$ cat config.mk
export PLATFORM = sky130hd
export DESIGN_NAME = sensor_frame_deframer_dedup
export DESIGN_NICKNAME = d
export VERILOG_FILES = /design/src/design/sfdd_pkg.sv /design/src/design/sensor_frame_deframer_dedup.sv /design/src/design/sfdd_deframer.sv /design/src/design/sfdd_seq_check.sv
export SDC_FILE = /design/constraint.sdc
export NUM_CORES = 1
export LEC_CHECK = 0
export BUFFER_PORTS_ARGS = -buffer_cell sky130_fd_sc_hd__buf_2
export CORE_ASPECT_RATIO = 1.75
export CORE_MARGIN = 2
export CORE_UTILIZATION = 37
export CTS_CLUSTER_SIZE = 25
export DETAILED_ROUTE_END_ITERATION = 7
export HOLD_SLACK_MARGIN = 0.1
export PLACE_DENSITY = 0.55
export SYNTH_ARGS = -nofsm -noshare
export SYNTH_HDL_FRONTEND = slang
export SYNTH_SLANG_ARGS = --single-unit
$ cat constraint.sdc
create_clock -name clk -period 11.3 [get_ports clk]
set_input_delay 1.695 -clock clk [delete_from_list [all_inputs] [get_ports clk]]
set_output_delay 1.695 -clock clk [all_outputs]
set_load 0.02 [all_outputs]
$ cat src/design/sfdd_pkg.sv
// ----------------------------------------------------------------------------
// sfdd_pkg
// shared types and constants for the sensor frame deframer with duplicate
// rejection
// ----------------------------------------------------------------------------
package sfdd_pkg;

	localparam int FrameLen = 20;
	localparam int WordCount = 9;
	localparam int LeWords = 3;
	localparam logic [7:0] LastPos = 8'(FrameLen - 1);
	localparam logic [7:0] IdxMax = 8'hFF;
	localparam logic [3:0] NodeCountReset = 4'd5;
	localparam logic RegNodeCount = 1'b0;

	typedef logic [15:0] word_t;

	typedef enum logic [1:0] {
		ST_OK       = 2'd0,
		ST_BAD_NODE = 2'd1,
		ST_BAD_LEN  = 2'd2,
		ST_SEEN     = 2'd3
	} status_t;

	typedef struct packed {
		logic [7:0] data_byte;
		logic       frame_end;
	} item_t;

	typedef struct packed {
		status_t    status;
		logic [7:0] node_id;
		logic [7:0] seq_num;
		word_t      accel_x;
		word_t      accel_y;
		word_t      accel_z;
		word_t      gyro_x;
		word_t      gyro_y;
		word_t      gyro_z;
		word_t      mag_x;
		word_t      mag_y;
		word_t      mag_z;
	} result_t;

	typedef struct packed {
		logic                       bad_node;
		logic                       bad_len;
		logic [7:0]                 node;
		logic [7:0]                 seq;
		word_t [WordCount-1:0]      words;
	} frame_t;

endpackage

$ cat src/design/sensor_frame_deframer_dedup.sv
// ----------------------------------------------------------------------------
// sensor_frame_deframer_dedup
// sensor packet deframer with per-node duplicate sequence rejection
// ----------------------------------------------------------------------------
// One packet byte is taken per beat, one per clock while the result side
// keeps up; a frame whose beat has the end flag is registered in the check
// stage, then in the result register. The per-node last-sequence memory is
// read on that beat and written back as the check stage hands on its result,
// with the written value forwarded to a read of the same node in that cycle.
// Entries are cleared at reset through one valid flop each, so there is no
// clearing pass. item_ready drops only while both the result register and
// the check stage hold undelivered results.
module sensor_frame_deframer_dedup #(
	parameter int NODES = 8
) (
	input  logic                clk,
	input  logic                arst_n,
	input  logic                item_valid,
	output logic                item_ready,
	input  sfdd_pkg::item_t     item,
	output logic                result_valid,
	input  logic                result_ready,
	output sfdd_pkg::result_t   result,
	input  logic                psel,
	input  logic                penable,
	input  logic                pwrite,
	input  logic [2:0]          paddr,
	input  logic [31:0]         pwdata,
	output logic [31:0]         prdata,
	output logic                pready
);

	localparam int AW = (NODES > 1) ? $clog2(NODES) : 1;

	logic             node_count_sel;
	logic [3:0]       node_count_r_q;
	logic             accept;
	logic             stall;
	sfdd_pkg::frame_t frame;

	assign node_count_sel = (paddr[2] == sfdd_pkg::RegNodeCount);
	assign pready         = 1'b1;
	assign prdata         = node_count_sel ? {28'd0, node_count_r_q} : 32'd0;

	always_ff @(posedge clk or negedge arst_n) begin
		if (!arst_n) begin
			node_count_r_q <= sfdd_pkg::NodeCountReset;
		end else if (psel && penable && pwrite && pready && node_count_sel) begin
			node_count_r_q <= pwdata[3:0];
		end
	end

	assign item_ready = !stall;
	assign accept     = item_valid && item_ready;

	sfdd_deframer #(
		.NODES(NODES)
	) u_deframer (
		.clk        (clk),
		.arst_n     (arst_n),
		.accept     (accept),
		.item       (item),
		.node_count (node_count_r_q),
		.frame      (frame)
	);

	sfdd_seq_check #(
		.NODES(NODES),
		.AW   (AW)
	) u_seq_check (
		.clk          (clk),
		.arst_n       (arst_n),
		.load         (accept && item.frame_end),
		.frame        (frame),
		.stall        (stall),
		.result_valid (result_valid),
		.result_ready (result_ready),
		.result       (result)
	);

endmodule

$ cat src/design/sfdd_deframer.sv
// ----------------------------------------------------------------------------
// sfdd_deframer
// byte counter and word assembly; presents the finished frame on the beat
// that carries the end flag
// ----------------------------------------------------------------------------
module sfdd_deframer #(
	parameter int NODES = 8
) (
	input  logic                clk,
	input  logic                arst_n,
	input  logic                accept,
	input  sfdd_pkg::item_t     item,
	input  logic [3:0]          node_count,
	output sfdd_pkg::frame_t    frame
);

	localparam logic [8:0] NodesW = 9'(NODES);

	logic [7:0] byte_idx_q;
	logic [7:0] held_node_q;
	logic [7:0] held_seq_q;
	logic [7:0] pending_q;
	sfdd_pkg::word_t [sfdd_pkg::WordCount-1:0] words_q;

	logic [7:0] node_d;
	logic [7:0] seq_d;
	logic [7:0] pending_d;
	sfdd_pkg::word_t [sfdd_pkg::WordCount-1:0] words_d;
	logic [3:0] widx;

	always_comb begin
		node_d    = held_node_q;
		seq_d     = held_seq_q;
		pending_d = pending_q;
		words_d   = words_q;
		widx      = byte_idx_q[4:1] - 4'd1;
		if (byte_idx_q == 8'd0) begin
			node_d = item.data_byte;
			seq_d  = 8'd0;
		end else if (byte_idx_q == 8'd1) begin
			seq_d = item.data_byte;
		end else if (byte_idx_q <= sfdd_pkg::LastPos) begin
			if (!byte_idx_q[0]) begin
				pending_d = item.data_byte;
			end else if (widx < 4'(sfdd_pkg::LeWords)) begin
				words_d[widx] = {item.data_byte, pending_q};
			end else begin
				words_d[widx] = {pending_q, item.data_byte};
			end
		end
	end

	always_ff @(posedge clk or negedge arst_n) begin
		if (!arst_n) begin
			byte_idx_q  <= '0;
			held_node_q <= '0;
			held_seq_q  <= '0;
			pending_q   <= '0;
		end else if (accept) begin
			held_node_q <= node_d;
			held_seq_q  <= seq_d;
			pending_q   <= pending_d;
			if (item.frame_end) begin
				byte_idx_q <= '0;
			end else if (byte_idx_q != sfdd_pkg::IdxMax) begin
				byte_idx_q <= byte_idx_q + 8'd1;
			end
		end
	end

	always_ff @(posedge clk) begin
		if (accept) begin
			words_q <= words_d;
		end
	end

	always_comb begin
		frame.node     = node_d;
		frame.seq      = seq_d;
		frame.words    = words_d;
		frame.bad_len  = byte_idx_q != sfdd_pkg::LastPos;
		frame.bad_node = ({1'b0, node_d} >= {5'd0, node_count}) ||
			({1'b0, node_d} >= NodesW);
	end

endmodule

$ cat src/design/sfdd_seq_check.sv
// ----------------------------------------------------------------------------
// sfdd_seq_check
// last-sequence memory with read-modify-write, status decision and result
// register
// ----------------------------------------------------------------------------
module sfdd_seq_check #(
	parameter int NODES = 8,
	parameter int AW = 3
) (
	input  logic                clk,
	input  logic                arst_n,
	input  logic                load,
	input  sfdd_pkg::frame_t    frame,
	output logic                stall,
	output logic                result_valid,
	input  logic                result_ready,
	output sfdd_pkg::result_t   result
);

	logic [7:0]       mem_q [NODES];
	logic [NODES-1:0] vld_q;

	logic              s1_valid_q;
	sfdd_pkg::frame_t  frm_s1;
	logic [7:0]        rdata_s1;

	logic              res_valid_q;
	sfdd_pkg::result_t res_q;

	logic              s1_go;
	sfdd_pkg::status_t status;
	logic              wr_en;
	logic [AW-1:0]     wr_addr;
	logic [AW-1:0]     rd_addr;
	logic              fwd;

	assign s1_go   = !res_valid_q || result_ready;
	assign stall   = s1_valid_q && !s1_go;
	assign wr_addr = frm_s1.node[AW-1:0];
	assign rd_addr = frame.node[AW-1:0];
	assign wr_en   = s1_valid_q && s1_go && (status == sfdd_pkg::ST_OK);
	assign fwd     = wr_en && (wr_addr == rd_addr);

	always_comb begin
		if (frm_s1.bad_node) begin
			status = sfdd_pkg::ST_BAD_NODE;
		end else if (frm_s1.bad_len) begin
			status = sfdd_pkg::ST_BAD_LEN;
		end else if ((frm_s1.seq != 8'd0) && (frm_s1.seq <= rdata_s1)) begin
			status = sfdd_pkg::ST_SEEN;
		end else begin
			status = sfdd_pkg::ST_OK;
		end
	end

	// memory: one write and one read port, read data registered
	always_ff @(posedge clk) begin
		if (wr_en) begin
			mem_q[wr_addr] <= frm_s1.seq;
		end
		if (load) begin
			if (fwd) begin
				rdata_s1 <= frm_s1.seq;
			end else if (vld_q[rd_addr]) begin
				rdata_s1 <= mem_q[rd_addr];
			end else begin
				rdata_s1 <= 8'd0;
			end
		end
	end

	always_ff @(posedge clk or negedge arst_n) begin
		if (!arst_n) begin
			vld_q <= '0;
		end else if (wr_en) begin
			vld_q[wr_addr] <= 1'b1;
		end
	end

	always_ff @(posedge clk or negedge arst_n) begin
		if (!arst_n) begin
			s1_valid_q  <= 1'b0;
			res_valid_q <= 1'b0;
		end else begin
			if (load || s1_go) begin
				s1_valid_q <= load;
			end
			if (s1_go) begin
				res_valid_q <= s1_valid_q;
			end
		end
	end

	always_ff @(posedge clk) begin
		if (load) begin
			frm_s1 <= frame;
		end
		if (s1_go && s1_valid_q) begin
			res_q.status  <= status;
			res_q.node_id <= frm_s1.node;
			res_q.seq_num <= frm_s1.seq;
			if (status == sfdd_pkg::ST_OK) begin
				res_q.accel_x <= frm_s1.words[0];
				res_q.accel_y <= frm_s1.words[1];
				res_q.accel_z <= frm_s1.words[2];
				res_q.gyro_x  <= frm_s1.words[3];
				res_q.gyro_y  <= frm_s1.words[4];
				res_q.gyro_z  <= frm_s1.words[5];
				res_q.mag_x   <= frm_s1.words[6];
				res_q.mag_y   <= frm_s1.words[7];
				res_q.mag_z   <= frm_s1.words[8];
			end else begin
				res_q.accel_x <= '0;
				res_q.accel_y <= '0;
				res_q.accel_z <= '0;
				res_q.gyro_x  <= '0;
				res_q.gyro_y  <= '0;
				res_q.gyro_z  <= '0;
				res_q.mag_x   <= '0;
				res_q.mag_y   <= '0;
				res_q.mag_z   <= '0;
			end
		end
	end

	assign result_valid = res_valid_q;
	assign result       = res_q;

endmodule

Yosys cells after proc, flatten, opt, wreduce, memory -nomap -nowiden
Memories as Yosys holds them, arrays and structs flattened.
Index checks and enable logic that the tools add are counted.
{"block": "totals", "reg_bits": 522, "latchBits": 0, "ram_bits": 64, "rom_bits": 0, "input_bits": 51, "out_inout_bits": 197, "word_cells": 115, "mem_count": 1}
{"memory": "u_seq_check.mem_q", "depth": 8, "word_bits": 8, "rd": 1, "rd_ports_with_merged_regs": 0, "wr": 1, "line_no": "sfdd_seq_check.sv:20", "text": "logic [7:0] mem_q [NODES];"}
{"block": "classes", "n_addsub": 2, "mul": 0, "div_mod_pow": 0, "n_lt_le_gt_ge": 10, "n_eq_ne": 4, "n_shift": 0, "n_mux": 26, "bitwise": 5, "n_reduce_logical": 24}
{"cell": "two-way mux 144 bit", "n": 5}
{"cell": "bitwise mux 144 bit", "n": 2}
{"cell": "demux 16 bit (select 4 bit)", "n": 1}
{"cell": "two-way mux 8 bit", "n": 7}
{"cell": "two-way mux 16 bit", "n": 1}
{"cell": "logical AND 1 bit", "n": 12}
{"cell": "adder 8 x 1 -> 8 bit, second input constant", "n": 1}
{"cell": "equality test 8 x 1 -> 1 bit, second input constant", "n": 1}
{"cell": ">= comparator 8 x 4 -> 1 bit", "n": 1}
{"cell": ">= comparator 8 x 4 -> 1 bit, second input constant", "n": 1}
{"cell": "less-or-equal comparator 8 x 5 -> 1 bit, second input constant", "n": 1}
{"cell": "less-or-equal comparator 8 bit", "n": 1}
{"cell": "logical NOT 8 bit", "n": 1}
{"cell": "less-than comparator 3 x 4 -> 1 bit, second input constant", "n": 2}
{"cell": "!= test 8 x 5 -> 1 bit, second input constant", "n": 1}
{"cell": "!= test 8 bit, second input constant", "n": 1}
{"cell": "OR 8 bit", "n": 1}
{"cell": "nonzero test 8 bit", "n": 1}
{"cell": "two-way mux 2 bit", "n": 3}
{"cell": "less-than comparator 4 x 5 -> 1 bit, second input constant", "n": 1}
{"cell": "AND reduction 5 bit", "n": 1}
{"cell": ">= comparator 4 x 1 -> 1 bit, second input constant", "n": 1}
{"cell": "less-than comparator 4 x 2 -> 1 bit, second input constant", "n": 1}
{"cell": "two-way mux 1 bit", "n": 4}
{"cell": "other kinds (12)", "n": 19}

Longest topological paths before layout
{"block": "depth", "depth_word": 11, "ltp_mapped": 12, "mapped_depth_nobuf": 10}

Cells and area by module
From an unflattened synthesis, not the netlist that was laid out.
{"block": "unflattened", "cells_unflattened": 1282, "area_unflattened_um2": 22798.1}
{"mod": "sfdd_seq_check", "instances": 1, "cells_each": 698, "area_per_inst_um2": 14246.2, "seq_area_each_um2": 12141.6}
{"mod": "sfdd_deframer", "instances": 1, "cells_each": 537, "area_per_inst_um2": 8104.0, "seq_area_each_um2": 5124.9}
{"mod": "sensor_frame_deframer_dedup", "instances": 1, "cells_each": 47, "area_per_inst_um2": 447.9, "seq_area_each_um2": 102.6}

Least setup slack after synthesis
OpenSTA, ideal clock, no wires.
{"block": "synth_timing", "kind": "input -> register", "start": "in result_ready", "end": "reg u_seq_check.frm_s1[0] (netlist name) (enable)", "setup_ps": 712, "t_arrival_ps": 9510, "required_ps": 10588, "setup_slack_ps": 1078, "cell_stages": 4, "path_buffers": 1, "cell_sequence": "nand3b_1 > nand2_1 > clkbuf_1 > nor2_1"}
{"block": "synth_via", "elab_chain_cells": 6}
{"element": "start: declaration", "line_no": "sensor_frame_deframer_dedup.sv:22", "text": "input logic result_ready,"}
{"element": "logical OR 1 bit", "line_no": "sfdd_seq_check.sv:37", "text": "assign s1_go = !res_valid_q || result_ready;"}
{"element": "logical NOT 1 bit", "line_no": "sfdd_seq_check.sv:38", "text": "assign stall = s1_valid_q && !s1_go;"}
{"element": "logical AND 1 bit", "line_no": "sfdd_seq_check.sv:38"}
{"element": "logical NOT 1 bit", "line_no": "sensor_frame_deframer_dedup.sv:53", "text": "assign item_ready = !stall;"}
{"element": "logical AND 1 bit", "line_no": "sensor_frame_deframer_dedup.sv:54", "text": "assign accept = item_valid && item_ready;"}
{"element": "logical AND 1 bit", "line_no": "sensor_frame_deframer_dedup.sv:73", "text": ".load (accept && item.frame_end),"}
{"element": "named net u_seq_check.load", "line_no": "sfdd_seq_check.sv:12", "text": "input logic load,"}
{"element": "end signal: assignment", "line_no": "sfdd_seq_check.sv:96", "text": "frm_s1 <= frame;"}
{"element": "end: declaration", "line_no": "sfdd_seq_check.sv:24", "text": "sfdd_pkg::frame_t frm_s1;"}
The timed path passes the listed nets, and every way through them passes these cells.
A chain may end at the register's enable or synchronous reset.

Worst setup path in the final report
{"block": "layout_timing", "start": "in result_ready", "end": "out item_ready"}
{"block": "layout_via", "elab_chain_cells": 4}
{"element": "logical OR 1 bit", "line_no": "sfdd_seq_check.sv:37"}
{"element": "logical NOT 1 bit", "line_no": "sfdd_seq_check.sv:38"}
{"element": "logical AND 1 bit", "line_no": "sfdd_seq_check.sv:38"}
{"element": "logical NOT 1 bit", "line_no": "sensor_frame_deframer_dedup.sv:53"}
{"element": "end: declaration", "line_no": "sensor_frame_deframer_dedup.sv:19", "text": "output logic item_ready,"}
Every way passes these cells.

==> run_results.csv <==
group,metric,value,unit
cts,clkSlewWorstSetupHoldPaths,60,ps
critical_path,worstSetupEndpointType,"output pin",
floorplan,die_w,190.9,um
placement,gp_congestion,0.7580,
global_routing,grt_usage,16.03,%
cts,clockRootBuffer,"clkbuf_16",
cells_and_area,stdcell_count,2374,
global_routing,overflow,0,
global_routing,first_global_vias,11739,
route,vias_per_cell,4.855,
pwr,power.density,194.6,nW/um2
critical_path,path_max_fanout,3,
placement,place_inst,2273,
cts,cts_tree,"done",
synthesis,synth-edff-count,540,
synthesis,synthArstFlopShare,7.850,%
global_routing,antenna_found_initial,0,
job,drv_cap,0,
floorplan,die_area,63200,um2
global_routing,grt_max_degree,177,
route,vias,11525,
synthesis,synthTopCellsByArea,"edfxtp_1 72%, dfrtp_1 4.9%, mux2_2 4.7%",
critical_path,crit_arrival,2170,ps
floorplan,start_util,37.51,%
cts,cts_resized,0,
synthesis,synth_top_area_share,71.70,%
sta,slew_headroom,14.85,%
route,dr.pass1.iters,5,
sta,worstMarginPinSlew,1260,ps
sta,fin_ws,7436,ps
sta,hold_viol,0,
cells_and_area,multi_input_area,4807,um2
cts,clk_latency,590,ps
cts,cts_setup_buffers,0,
pwr,p_leak,0.009861,uW
synthesis,synth_area,22620,um2
critical_path,cp.required,9610,ps
synthesis,synth_top_area_cell,"edfxtp_1",
sta,maxSlewViolCount,0,
route,wl_per_cell,21.32,um
sta,fmax,0.2588,GHz
cells_and_area,nNetsFinal,1609,
cts,clock-sinks,586,
cts,hold_buffers,0,
placement,port_buffers,188,
synthesis,synth.distinct_cells,55,
placement,dp_hpwl,31050,um
pwr,max-vdd-ir-drop,0.1409,mV
floorplan,pin_count,248,
sta,rsz0062_at_grt,"no",
hold_path,min_path_type,"reg2reg",
cells_and_area,num_antenna_cells,0,
synthesis,syn_avg_cell_area,16.83,um2
floorplan,fp-row-count,119,
synthesis,yosysWarnings,0,
route,drc,0,
floorplan,chipHeight,331.1,um
critical_path,cp-start-kind,"input pin",
status,outcome,"complete, no violations",
global_routing,grt_first_pass_wirelength,74890,um
synthesis,synth-seq-cells,586,
cts,cts_buffer_depth,3,
synthesis,syn_inst,1344,
synthesis,synth_common_cells,"540 x edfxtp_1, 147 x and2_1, 125 x nand2_1",
synthesis,synth_ff_type,"edfxtp_1",
route,dr.first_iter.drc_count,851,
cells_and_area,areaGrowthSynthToFinish,15.71,%
cts,cts_buffers,54,
cells_and_area,regArea,17370,um2
placement,post-place-ws,7037,ps
synthesis,synthMostInstantiatedCell,"edfxtp_1",
sta,setup_violations,0,
cts,htree_levels,2,
sta,fin_crit,3864,ps
route,finalWirelength,50630,um
floorplan,coreArea,60300,um2
critical_path,worstSetupPathType,"in2out",
sta,fin_crit_sh,34.19,%
sta,skew,16.44,ps
route,final_antenna_net_count,0,
sta,tns,0,ps
synthesis,synth-seq-area-share,76.80,%
cells_and_area,fill_cells,5431,
cells_and_area,drive_gt1_share,26.39,%
-- layer usage --
metal	routed length (um)	global-route usage, %	up-vias
li1	-	-	5319
met1	20090	19.05	5838
met2	26720	29.02	289
met3	2367	2.779	79
met4	1446	5.645	0
met5	0	0	-
-- metrics by stage --
step	cell area, um2	utilization (%)	total power (uW)	hold WS (ps)
2_1_floorplan	22720	-	3057	400.3
3_3_place_gp	24330	40.34	3252	406.5
3_5_place_dp	24330	40.34	3263	406.2
4_1_cts	26170	43.40	5174	425.0
5_1_grt	26170	43.40	5296	428.3
6_report	26170	43.40	5093	418.4
-- cells by family (layout without fill, tap and decap cells) --
logic type               Yosys count  in the layout  share of synthesized area [%]
flip-flops                       586            586                          76.80
adder cells (fa/ha/maj)           15             15                         0.8298
XOR/XNOR                           9              9                         0.3485
other                              2             29                        0.03321
AND/OR/NAND/NOR                  363            363                          8.586
multiplexers                     156            156                          8.149
AO/OA/AOI/OAI                    103            103                          2.711
buffers and inverters            110            327                          2.545
-- power breakdown --
| group | total (uW) | switching (uW) | leakage, uW | internal (uW) |
|---|---|---|---|---|
| clock network | 1900 | 804 | 0.000907 | 1090 |
| logic | 509 | 329 | 0.00323 | 180 |
| registers | 2690 | 136 | 0.00572 | 2550 |
-- placed cells by master (no fill, tap or decap), drive strengths merged, types with 3 or more instances in the layout --
cell	synthesis	routed
nor4b	4	4
a21boi	3	3
mux2	95	95
inv	23	25
and3	3	3
edfxtp	540	540
nor3	7	7
nor4	5	5
and2	147	147
o21ai	73	73
nor2	29	29
xor2	4	4
and4b	3	3
bufinv	0	7
or2	7	7
buf	35	202
nand2b	5	5
dfrtp	44	44
clkbuf	51	65
conb	2	29
or3	4	4
mux4	12	12
a21o	3	3
xnor2	5	5
a21oi	6	6
clkinvlp	0	3
clkinv	1	25
nand4	4	4
o2bb2ai	8	8
nand3	11	11
ha	15	15
nor2b	4	4
nand2	125	125
mux2i	49	49
-- worst max-delay path, cell delays in order --
cell and delay (ps):
buf_2 100, nand3b_1 190, buf_2 180
-- registers in the layout, indices dropped and copies added, names as in the netlist, 8 cells and up --
register / count
u_seq_check.rdata_s1: 8
u_seq_check.vld_q: 8
u_deframer.held_seq_q: 8
u_seq_check.frm_s1: 162
u_seq_check.result: 162
u_deframer.words_q: 144
u_deframer.held_node_q: 8
u_deframer.byte_idx_q: 8
u_deframer.pending_q: 8
u_seq_check.mem_q: 64
-- layout make-up --
| cell class | instances | area share, % |
|---|---|---|
| clock inverter | 36 | 1.406 |
| timing repair buffer | 202 | 4.093 |
| multi-input combinational | 675 | 18.37 |
| tap | 786 | 3.758 |
| clock buffer | 65 | 5.642 |
| sequential | 586 | 66.37 |
| inverter | 24 | 0.3634 |
-- worst paths after layout --
check / start / endpoint / slack [ps] / cells past startpoint
max in group asynchronous: arst_n / u_deframer.pending_q[3]$_DFFE_PN0P_ / 9630 / 2
worst max register to register: u_seq_check.frm_s1[151]$_DFFE_PP_ / u_seq_check.mem_q[4][3]$_DFFE_PP_ / 7490 / 7
min in group asynchronous: arst_n / u_seq_check.s1_valid_q$_DFFE_PN0P_ / 1200 / 2
worst max-delay path: result_ready / item_ready / 7440 / 3
worst min-delay path: u_seq_check.frm_s1[156]$_DFFE_PP_ / u_seq_check.result[156]$_DFFE_PP_ / 420 / 0
worst min register to register: u_seq_check.frm_s1[156]$_DFFE_PP_ / u_seq_check.result[156]$_DFFE_PP_ / 420 / 0
Note: power is estimated with default switching activity, not from simulation.
